<file path="src/mwire_pkg.sv">
package mwire_pkg;

	// One timebase tick with an optional command
	typedef struct packed {
		logic [2:0]  operation;
		logic [7:0]  word_address;
		logic [15:0] write_data;
		logic        miso_level;
	} cmd_t;

	// Pin levels and status after one tick
	typedef struct packed {
		logic        chip_select;
		logic        serial_clock;
		logic        serial_data_out;
		logic        busy_res;
		logic        done_res;
		logic [15:0] rd_word;
		logic        status;
	} pins_t;

	typedef enum logic [5:0] {
		PH_IDLE       = 6'b000001,
		PH_SEND       = 6'b000010,
		PH_RECV       = 6'b000100,
		PH_TRAIL_POLL = 6'b001000,
		PH_POLL       = 6'b010000,
		PH_TRAIL_DONE = 6'b100000
	} phase_t;

	localparam logic [2:0] OP_TICK  = 3'd0;
	localparam logic [2:0] OP_READ  = 3'd1;
	localparam logic [2:0] OP_WRITE = 3'd2;
	localparam logic [2:0] OP_WREN  = 3'd3;
	localparam logic [2:0] OP_WRDS  = 3'd4;

	// Start bit plus opcode
	localparam logic [2:0] HDR_READ  = 3'b110;
	localparam logic [2:0] HDR_WRITE = 3'b101;
	localparam logic [2:0] HDR_MISC  = 3'b100;
	localparam logic [1:0] SUB_WREN  = 2'b11;
	localparam logic [1:0] SUB_WRDS  = 2'b00;

	localparam int DATA_BITS  = 16;
	localparam int TRAIL_BITS = 2;

	localparam logic       CFG_HALF_TICKS = 1'b0;
	localparam logic       CFG_POLL_LIMIT = 1'b1;
	localparam logic [9:0] HALF_RESET     = 10'd125;
	localparam logic [7:0] POLL_RESET     = 8'd100;

endpackage

</file>
<file path="src/mwire_seq.sv">
module mwire_seq import mwire_pkg::*; #(
	parameter int ADDR_BITS       = 8,
	parameter int POLL_GROUP_BITS = 10
) (
	input  logic       clk,
	input  logic       arst_n,
	input  logic       cfg_we,
	input  logic       cfg_index,
	input  logic [9:0] cfg_data,
	input  logic       step,
	input  cmd_t       cmd,
	output pins_t      pins_next
);

	localparam int SHIFT_W = 3 + ADDR_BITS + DATA_BITS;
	localparam int BL_MAX  = (SHIFT_W > POLL_GROUP_BITS) ? SHIFT_W : POLL_GROUP_BITS;
	localparam int BL_W    = $clog2(BL_MAX + 1);
	localparam int IDX_W   = $clog2(SHIFT_W);

	localparam logic [BL_W-1:0] HDR_LEN   = BL_W'(3 + ADDR_BITS);
	localparam logic [BL_W-1:0] WR_LEN    = BL_W'(SHIFT_W);
	localparam logic [BL_W-1:0] RECV_LEN  = BL_W'(DATA_BITS);
	localparam logic [BL_W-1:0] TRAIL_LEN = BL_W'(TRAIL_BITS);
	localparam logic [BL_W-1:0] POLL_LEN  = BL_W'(POLL_GROUP_BITS);

	logic [9:0]         half_ticks_q;
	logic [7:0]         poll_limit_q;
	phase_t             phase_q, phase_n;
	logic [SHIFT_W-1:0] shift_q, shift_n;
	logic [BL_W-1:0]    bits_q, bits_n, bits_dec;
	logic [15:0]        rx_q, rx_n;
	logic [7:0]         poll_q, poll_n, poll_inc;
	logic [9:0]         div_q, div_n, div_inc;
	logic               half_q, half_n;
	logic               status_q, status_n;
	logic [15:0]        word_q, word_n;
	logic [2:0]         op_q, op_n;
	logic               done_n;
	logic [IDX_W-1:0]   mosi_idx;
	logic [ADDR_BITS-1:0] addr;

	always_ff @(posedge clk or negedge arst_n) begin
		if (!arst_n) begin
			half_ticks_q <= HALF_RESET;
			poll_limit_q <= POLL_RESET;
		end else if (cfg_we) begin
			unique case (cfg_index)
				CFG_HALF_TICKS: half_ticks_q <= cfg_data;
				CFG_POLL_LIMIT: poll_limit_q <= cfg_data[7:0];
				default: ;
			endcase
		end
	end

	assign addr     = cmd.word_address[ADDR_BITS-1:0];
	assign div_inc  = div_q + 10'd1;
	assign poll_inc = poll_q + 8'd1;
	assign bits_dec = (bits_q != '0) ? bits_q - BL_W'(1) : bits_q;

	always_comb begin
		phase_n  = phase_q;
		shift_n  = shift_q;
		bits_n   = bits_q;
		rx_n     = rx_q;
		poll_n   = poll_q;
		div_n    = div_q;
		half_n   = half_q;
		status_n = status_q;
		word_n   = word_q;
		op_n     = op_q;
		done_n   = 1'b0;
		if (phase_q == PH_IDLE) begin
			if (cmd.operation == OP_READ || cmd.operation == OP_WRITE ||
			    cmd.operation == OP_WREN || cmd.operation == OP_WRDS) begin
				op_n     = cmd.operation;
				status_n = 1'b0;
				poll_n   = '0;
				phase_n  = PH_SEND;
				bits_n   = HDR_LEN;
				div_n    = '0;
				half_n   = 1'b0;
				rx_n     = '0;
				unique case (cmd.operation)
					OP_READ: shift_n = SHIFT_W'({HDR_READ, addr});
					OP_WRITE: begin
						shift_n = {HDR_WRITE, addr, cmd.write_data};
						bits_n  = WR_LEN;
					end
					OP_WREN: shift_n = SHIFT_W'({HDR_MISC, SUB_WREN, (ADDR_BITS-2)'(0)});
					default: shift_n = SHIFT_W'({HDR_MISC, SUB_WRDS, (ADDR_BITS-2)'(0)});
				endcase
			end
		end else if (div_inc != half_ticks_q) begin
			div_n = div_inc;
		end else begin
			div_n = '0;
			if (!half_q) begin
				half_n = 1'b1;
			end else begin
				// end of a serial bit: sample MISO at the close of the high half
				half_n = 1'b0;
				rx_n   = {rx_q[14:0], cmd.miso_level};
				bits_n = bits_dec;
				if (bits_dec == '0) begin
					rx_n = '0;
					unique case (phase_q)
						PH_SEND: begin
							if (op_q == OP_READ) begin
								phase_n = PH_RECV;
								bits_n  = RECV_LEN;
							end else if (op_q == OP_WRITE) begin
								phase_n = PH_TRAIL_POLL;
								bits_n  = TRAIL_LEN;
							end else begin
								phase_n = PH_TRAIL_DONE;
								bits_n  = TRAIL_LEN;
							end
						end
						PH_RECV: begin
							word_n  = {rx_q[14:0], cmd.miso_level};
							phase_n = PH_TRAIL_DONE;
							bits_n  = TRAIL_LEN;
						end
						PH_TRAIL_POLL: begin
							phase_n = PH_POLL;
							bits_n  = POLL_LEN;
						end
						PH_POLL: begin
							if (cmd.miso_level) begin
								phase_n = PH_TRAIL_DONE;
								bits_n  = TRAIL_LEN;
							end else begin
								poll_n = poll_inc;
								if (poll_inc == poll_limit_q) begin
									status_n = 1'b1;
									phase_n  = PH_TRAIL_DONE;
									bits_n   = TRAIL_LEN;
								end else begin
									phase_n = PH_POLL;
									bits_n  = POLL_LEN;
								end
							end
						end
						default: begin
							phase_n = PH_IDLE;
							bits_n  = '0;
							done_n  = 1'b1;
						end
					endcase
				end
			end
		end
	end

	always_ff @(posedge clk or negedge arst_n) begin
		if (!arst_n) begin
			phase_q  <= PH_IDLE;
			shift_q  <= '0;
			bits_q   <= '0;
			rx_q     <= '0;
			poll_q   <= '0;
			div_q    <= '0;
			half_q   <= 1'b0;
			status_q <= 1'b0;
			word_q   <= '0;
			op_q     <= OP_TICK;
		end else if (step) begin
			phase_q  <= phase_n;
			shift_q  <= shift_n;
			bits_q   <= bits_n;
			rx_q     <= rx_n;
			poll_q   <= poll_n;
			div_q    <= div_n;
			half_q   <= half_n;
			status_q <= status_n;
			word_q   <= word_n;
			op_q     <= op_n;
		end
	end

	// In the send phase bits_n never exceeds the shift width
	assign mosi_idx = IDX_W'(bits_n - BL_W'(1));

	always_comb begin
		pins_next.busy_res        = (phase_n != PH_IDLE);
		pins_next.chip_select     = (phase_n == PH_SEND) || (phase_n == PH_RECV) ||
		                            (phase_n == PH_POLL);
		pins_next.serial_clock    = (phase_n != PH_IDLE) && half_n;
		pins_next.serial_data_out = (phase_n == PH_SEND) && (bits_n != '0) &&
		                            shift_n[mosi_idx];
		pins_next.done_res        = done_n;
		pins_next.rd_word         = word_n;
		pins_next.status          = status_n;
	end

endmodule

</file>
<file path="src/mwire_outreg.sv">
module mwire_outreg import mwire_pkg::*; (
	input  logic  clk,
	input  logic  arst_n,
	input  logic  load,
	input  pins_t pins_next,
	output logic  full_stalled,
	output logic  pin_valid,
	input  logic  pin_stall,
	output pins_t pins
);

	logic  valid_q;
	pins_t pins_q;

	always_ff @(posedge clk or negedge arst_n) begin
		if (!arst_n) begin
			valid_q <= 1'b0;
		end else if (load) begin
			valid_q <= 1'b1;
		end else if (!pin_stall) begin
			valid_q <= 1'b0;
		end
	end

	always_ff @(posedge clk) begin
		if (load) begin
			pins_q <= pins_next;
		end
	end

	// A new tick may enter when the register is empty or its result leaves in the same cycle
	assign full_stalled = valid_q && pin_stall;
	assign pin_valid    = valid_q;
	assign pins         = pins_q;

endmodule

</file>
<file path="src/microwire_eeprom_master_unit.sv">
// Microwire EEPROM master, one timebase tick per cmd transaction. A tick is taken
// every clock cycle while the result register is free or being emptied, and the
// pin levels and status for that tick appear as a pins transaction on the next
// cycle: one tick per clock, as pins_next is combinational from the sequencer's
// next state and the result register is the single register stage between them.
// Commands are honored only while busy_res is low; the user writes half_bit_ticks
// and busy_poll_limit on the cfg port while idle, which the block does not enforce.
module microwire_eeprom_master_unit import mwire_pkg::*; #(
	parameter int ADDR_BITS       = 8,
	parameter int POLL_GROUP_BITS = 10
) (
	input  logic       clk,
	input  logic       arst_n,
	input  logic       cfg_we,
	input  logic       cfg_index,
	input  logic [9:0] cfg_data,
	input  logic       cmd_valid,
	output logic       cmd_stall,
	input  cmd_t       cmd,
	output logic       pin_valid,
	input  logic       pin_stall,
	output pins_t      pins
);

	logic  step;
	pins_t pins_next;

	assign step = cmd_valid && !cmd_stall;

	mwire_seq #(
		.ADDR_BITS       (ADDR_BITS),
		.POLL_GROUP_BITS (POLL_GROUP_BITS)
	) u_seq (
		.clk       (clk),
		.arst_n    (arst_n),
		.cfg_we    (cfg_we),
		.cfg_index (cfg_index),
		.cfg_data  (cfg_data),
		.step      (step),
		.cmd       (cmd),
		.pins_next (pins_next)
	);

	mwire_outreg u_outreg (
		.clk          (clk),
		.arst_n       (arst_n),
		.load         (step),
		.pins_next    (pins_next),
		.full_stalled (cmd_stall),
		.pin_valid    (pin_valid),
		.pin_stall    (pin_stall),
		.pins         (pins)
	);

endmodule

</file>
<file path="config.mk">
export PLATFORM = sky130hd
export DESIGN_NAME = microwire_eeprom_master_unit
export DESIGN_NICKNAME = d
export VERILOG_FILES = /design/src/mwire_pkg.sv /design/src/mwire_seq.sv /design/src/mwire_outreg.sv /design/src/microwire_eeprom_master_unit.sv
export SDC_FILE = /design/constraint.sdc
export NUM_CORES = 1
export LEC_CHECK = 0
export CELL_PAD_IN_SITES_DETAIL_PLACEMENT = 0
export CELL_PAD_IN_SITES_GLOBAL_PLACEMENT = 1
export CORE_ASPECT_RATIO = 0.8
export CORE_MARGIN = 2
export CORE_UTILIZATION = 47
export CTS_BUF_LIST = sky130_fd_sc_hd__clkbuf_16
export CTS_CLUSTER_SIZE = 25
export DETAILED_ROUTE_END_ITERATION = 8
export DONT_BUFFER_PORTS = 1
export PLACE_DENSITY = 0.83
export SLEW_MARGIN = 40
export SYNTH_ARGS = -nofsm -noshare
export SYNTH_HDL_FRONTEND = slang
export SYNTH_SLANG_ARGS = --single-unit
</file>
<file path="constraint.sdc">
create_clock -name clk -period 9.6 [get_ports clk]
set_clock_uncertainty 0.05 [all_clocks]
set_input_delay 1.44 -clock clk [delete_from_list [all_inputs] [get_ports clk]]
set_output_delay 1.44 -clock clk [all_outputs]
set_load 0.05 [all_outputs]
</file>
==> flow_metrics.env <==
export IMPL_place_ws_ns=4.48
export IMPL_drv_slew=0
export IMPL_hold_path_cell_count=2
export IMPL_min_path_type="reg -> reg"
export IMPL_leakagePower_nw=3.21
export IMPL_portBuffers=0
export IMPL_path_class="in -> reg"
export IMPL_wirelength_mm=15.8
export IMPL_wl_met2_mm=7.23
export IMPL_clock_latency_ns=0.42
export IMPL_fin_crit_sh_pct=49.1
export IMPL_numClockSinks=133
export IMPL_fin_ws_ns=4.89
export IMPL_final_layout_size_suffix_gt1_share_pct=17.4
export IMPL_dpl_hpwl_mm=10.7
export IMPL_synthDistinctLibCells=74
export IMPL_drtIter0Drc=466
export IMPL_gp_congestion=0.856
export IMPL_grt_usage_pct=20.3
export IMPL_drc_errors=0
export IMPL_first_pass_iters=5
export IMPL_ir_drop_v=0.000127
export IMPL_wirelength_met1_mm=7.34
export IMPL_tns_ns=0
export IMPL_highest_layer="met4"
export IMPL_detail_route_vias_per_cell=6.11
export IMPL_path_cells="or3_1, a211oi_1, nor2_1, nor2_1, o31a_1, a41o_1, ha_1, a211oi_1, a21oi_1, and3_1, o41a_1, o21ai_1, a211oi_2"
export IMPL_period_needed_ns=4.71
export IMPL_syn_num_nets=722
export IMPL_cts_resized=0
export IMPL_slowest_delay_ns=0.63
export IMPL_coreArea_sq_um=14900
export IMPL_die_area_sq_um=16100
export IMPL_synth_ff_type="dfrtp_1"
export IMPL_fin_cells=856
export IMPL_cpLargestDelayFamily="compound AO/OA/AOI/OAI gates"
export IMPL_path_depth=13
export IMPL_crit_required_ns=9.72
export IMPL_clk_pin_slew_worst_paths_ns=0.06
export IMPL_worstRegToRegCells=14
export IMPL_initial_utilization_pct=47.7
export IMPL_maxCapViolCount=0
export IMPL_pin_count=68
export IMPL_syn_inst=673
export IMPL_die_h_microns=114
export IMPL_start_kind="input pin"
export IMPL_place_area_sq_um=7180
export IMPL_ys_seq_elements=133
export IMPL_hold_buffers=0
export IMPL_ys_seq_area_share_pct=48.7
export IMPL_cts_buffers=17
export IMPL_clockRootBuffer="clkbuf_16"
export IMPL_critical_path_peak_fanout=20
export IMPL_antenna_cells=0
export IMPL_cts_buffer_depth=2
export IMPL_hold_viol_final=0
export IMPL_yosys_warnings=0
export IMPL_setup_violations=0
export IMPL_detail_route_antenna_nets=0
export IMPL_h_tree_depth=4
export IMPL_p_per_area_nw_per_um2=235
export IMPL_cp_num_buf_inv=0
export IMPL_post_cts_buffers=0
export IMPL_slew_headroom_pct=43.3
export IMPL_dp_cells=825
export IMPL_antenna_found_initial=0
export IMPL_outcome="finished, final reports clean"
export IMPL_vias=5226
export IMPL_wl_per_cell_microns=18.5
export IMPL_cpMaxStageDelayCell="a211oi_1"
export IMPL_wl_met3_mm=1.02
export IMPL_grt_max_degree=112
export IMPL_area_delta_synth_final_pct=9.71
export IMPL_rsz0062_at_grt="false"
export IMPL_nets=704
export IMPL_final_area_sq_um=7770
export IMPL_synth_edf_count=22
export IMPL_grt_overflow=0
export IMPL_die_x_microns=141
export IMPL_syn_area_per_cell_sq_um=10.5
export IMPL_grt_pass1_wl_mm=25.6
export IMPL_synthArstFlopShare_pct=83.5
export IMPL_max_freq_ghz=0.212
export IMPL_syn_cell_area_sq_um=7080
export IMPL_grt_pass1_vias=4935
export IMPL_cts_tree="built"
export IMPL_endpoint_kind="flip-flop"
export IMPL_arrival_ns=4.83
export IMPL_rows=40
export IMPL_tightest_slew_ns=0.849
[layer usage]
| metal | GRT usage, % | up-vias |
|---|---|---|
| met1 | 27.8 | 2576 |
| li1 | - | 2464 |
| met5 | 0 | - |
| met4 | 6.80 | 0 |
| met3 | 7.09 | 19 |
| met2 | 30.4 | 167 |
[kinds of logic after synthesis]
group                      share of synthesized area [%]
AOI/OAI and AO/OA                                   17.8
xor gates and xnor gates                            3.80
adders and majority gates                          0.883
buffers and inverters                               3.18
DFF                                                 48.7
muxes                                               10.0
and+or+nand+nor                                     15.6
[Yosys cell counts, drive strengths merged, types with 2 or more instances]
cell type	number	share of area, %
inv	11	0.58
edfxtp	22	9.3
nand3	15	1.1
a21o	4	0.42
nor2b	11	0.97
mux2i	7	0.99
a21oi	28	2.0
or3	7	0.62
nand3b	3	0.32
a31oi	2	0.26
a22o	24	3.0
a22oi	11	1.2
and3	10	0.95
or4b	3	0.42
o31ai	9	0.95
xnor2	17	2.1
a32o	7	0.99
dfrtp	101	36
o21a	2	0.21
o41a	3	0.48
nand4	4	0.35
o21ai	55	3.9
nand2b	7	0.62
nor4bb	2	0.28
nor4	4	0.35
a211oi	9	1.0
o41ai	4	0.60
and2	6	0.53
nor3b	4	0.42
nor2	44	2.5
ha	5	0.88
dfstp	10	3.7
nor3	15	1.2
or2	4	0.35
o211ai	5	0.60
nand2	64	3.4
or4	3	0.42
clkbuf	27	1.4
xor2	9	1.4
a221oi	9	1.1
nand4b	3	0.37
mux2	55	8.7
buf	15	1.2
[worst min-delay path: stages (launching register included)]
cell	delay [ns]
dfrtp_1	0.34
nand2_1	0.05
o31ai_1	0.05
[state kept, by name, summed over array words and instances, names as in the netlist]
| signal | count |
|---|---|
| u_seq.shift_q | 27 |
| u_outreg.pin_valid | 1 |
| u_seq.status_q | 1 |
| u_seq.poll_limit_q | 8 |
| u_seq.op_q | 3 |
| u_seq.rx_q | 15 |
| u_seq.half_ticks_q | 10 |
| u_seq.phase_q | 6 |
| u_seq.poll_q | 8 |
| u_seq.word_q | 16 |
| u_seq.half_q | 1 |
| u_outreg.pins | 22 |
| u_seq.bits_q | 5 |
| u_seq.div_q | 10 |
[cell type report]
class / instances / area (sq um)
Fill cell: 1265 / 7090
Sequential cell: 133 / 3450
Multi-Input combinational cell: 487 / 3420
Clock buffer: 17 / 425
Tap cell: 189 / 236
Clock inverter: 14 / 163
Inverter: 11 / 41.3
Timing Repair Buffer: 5 / 37.5
[where the power goes]
part	total (mW)	internal, mW	switching (mW)
Sequential	0.761	0.658	0.103
Clock	0.648	0.404	0.244
Combinational	0.417	0.186	0.231
[cell usage in the layout (no fill, tap or decap), types with 5 or more instances in the layout]
master	n
dfrtp_1	101
nand2_1	63
o21ai_0	52
mux2_2	51
nor2_1	41
a21oi_1	28
a22o_1	24
edfxtp_1	22
xnor2_1	17
clkbuf_16	17
nand3_1	14
nor3_1	14
inv_1	12
a22oi_1	11
nor2b_1	10
dfstp_2	10
and3_1	9
o31ai_1	9
a221oi_1	9
xor2_1	8
a211oi_1	8
nand2b_1	7
mux2i_1	7
or3_1	7
a32o_1	7
and2_1	6
ha_1	5
buf_4	5
[through the flow]
| stage | util, % | hold WS (ns) | power (mW) |
|---|---|---|---|
| final | 52.3 | 0.421 | 1.83 |
| after global routing | 52.3 | 0.454 | 1.92 |
| after CTS | 52.2 | 0.423 | 1.83 |
| after detailed placement | 48.3 | 0.410 | 1.18 |
| after global placement | 48.3 | 0.407 | 1.16 |
| after floorplan | - | 0.392 | 1.09 |
[path summary, 6_finish.rpt]
check	endpoint	startpoint	slack (ns)
max	u_outreg.pins[19]	cmd[25]	4.89
min	u_seq.rx_q[14]	u_seq.rx_q[14]	0.42
max reg2reg	u_outreg.pins[19]	u_seq.phase_q[3]	4.98
min reg2reg	u_seq.rx_q[14]	u_seq.rx_q[14]	0.42
max in group asynchronous	u_seq.phase_q[0]	arst_n	8.63
min in group asynchronous	u_seq.div_q[8]	arst_n	0.66
No activity file was read; power rests on OpenSTA's default activity.
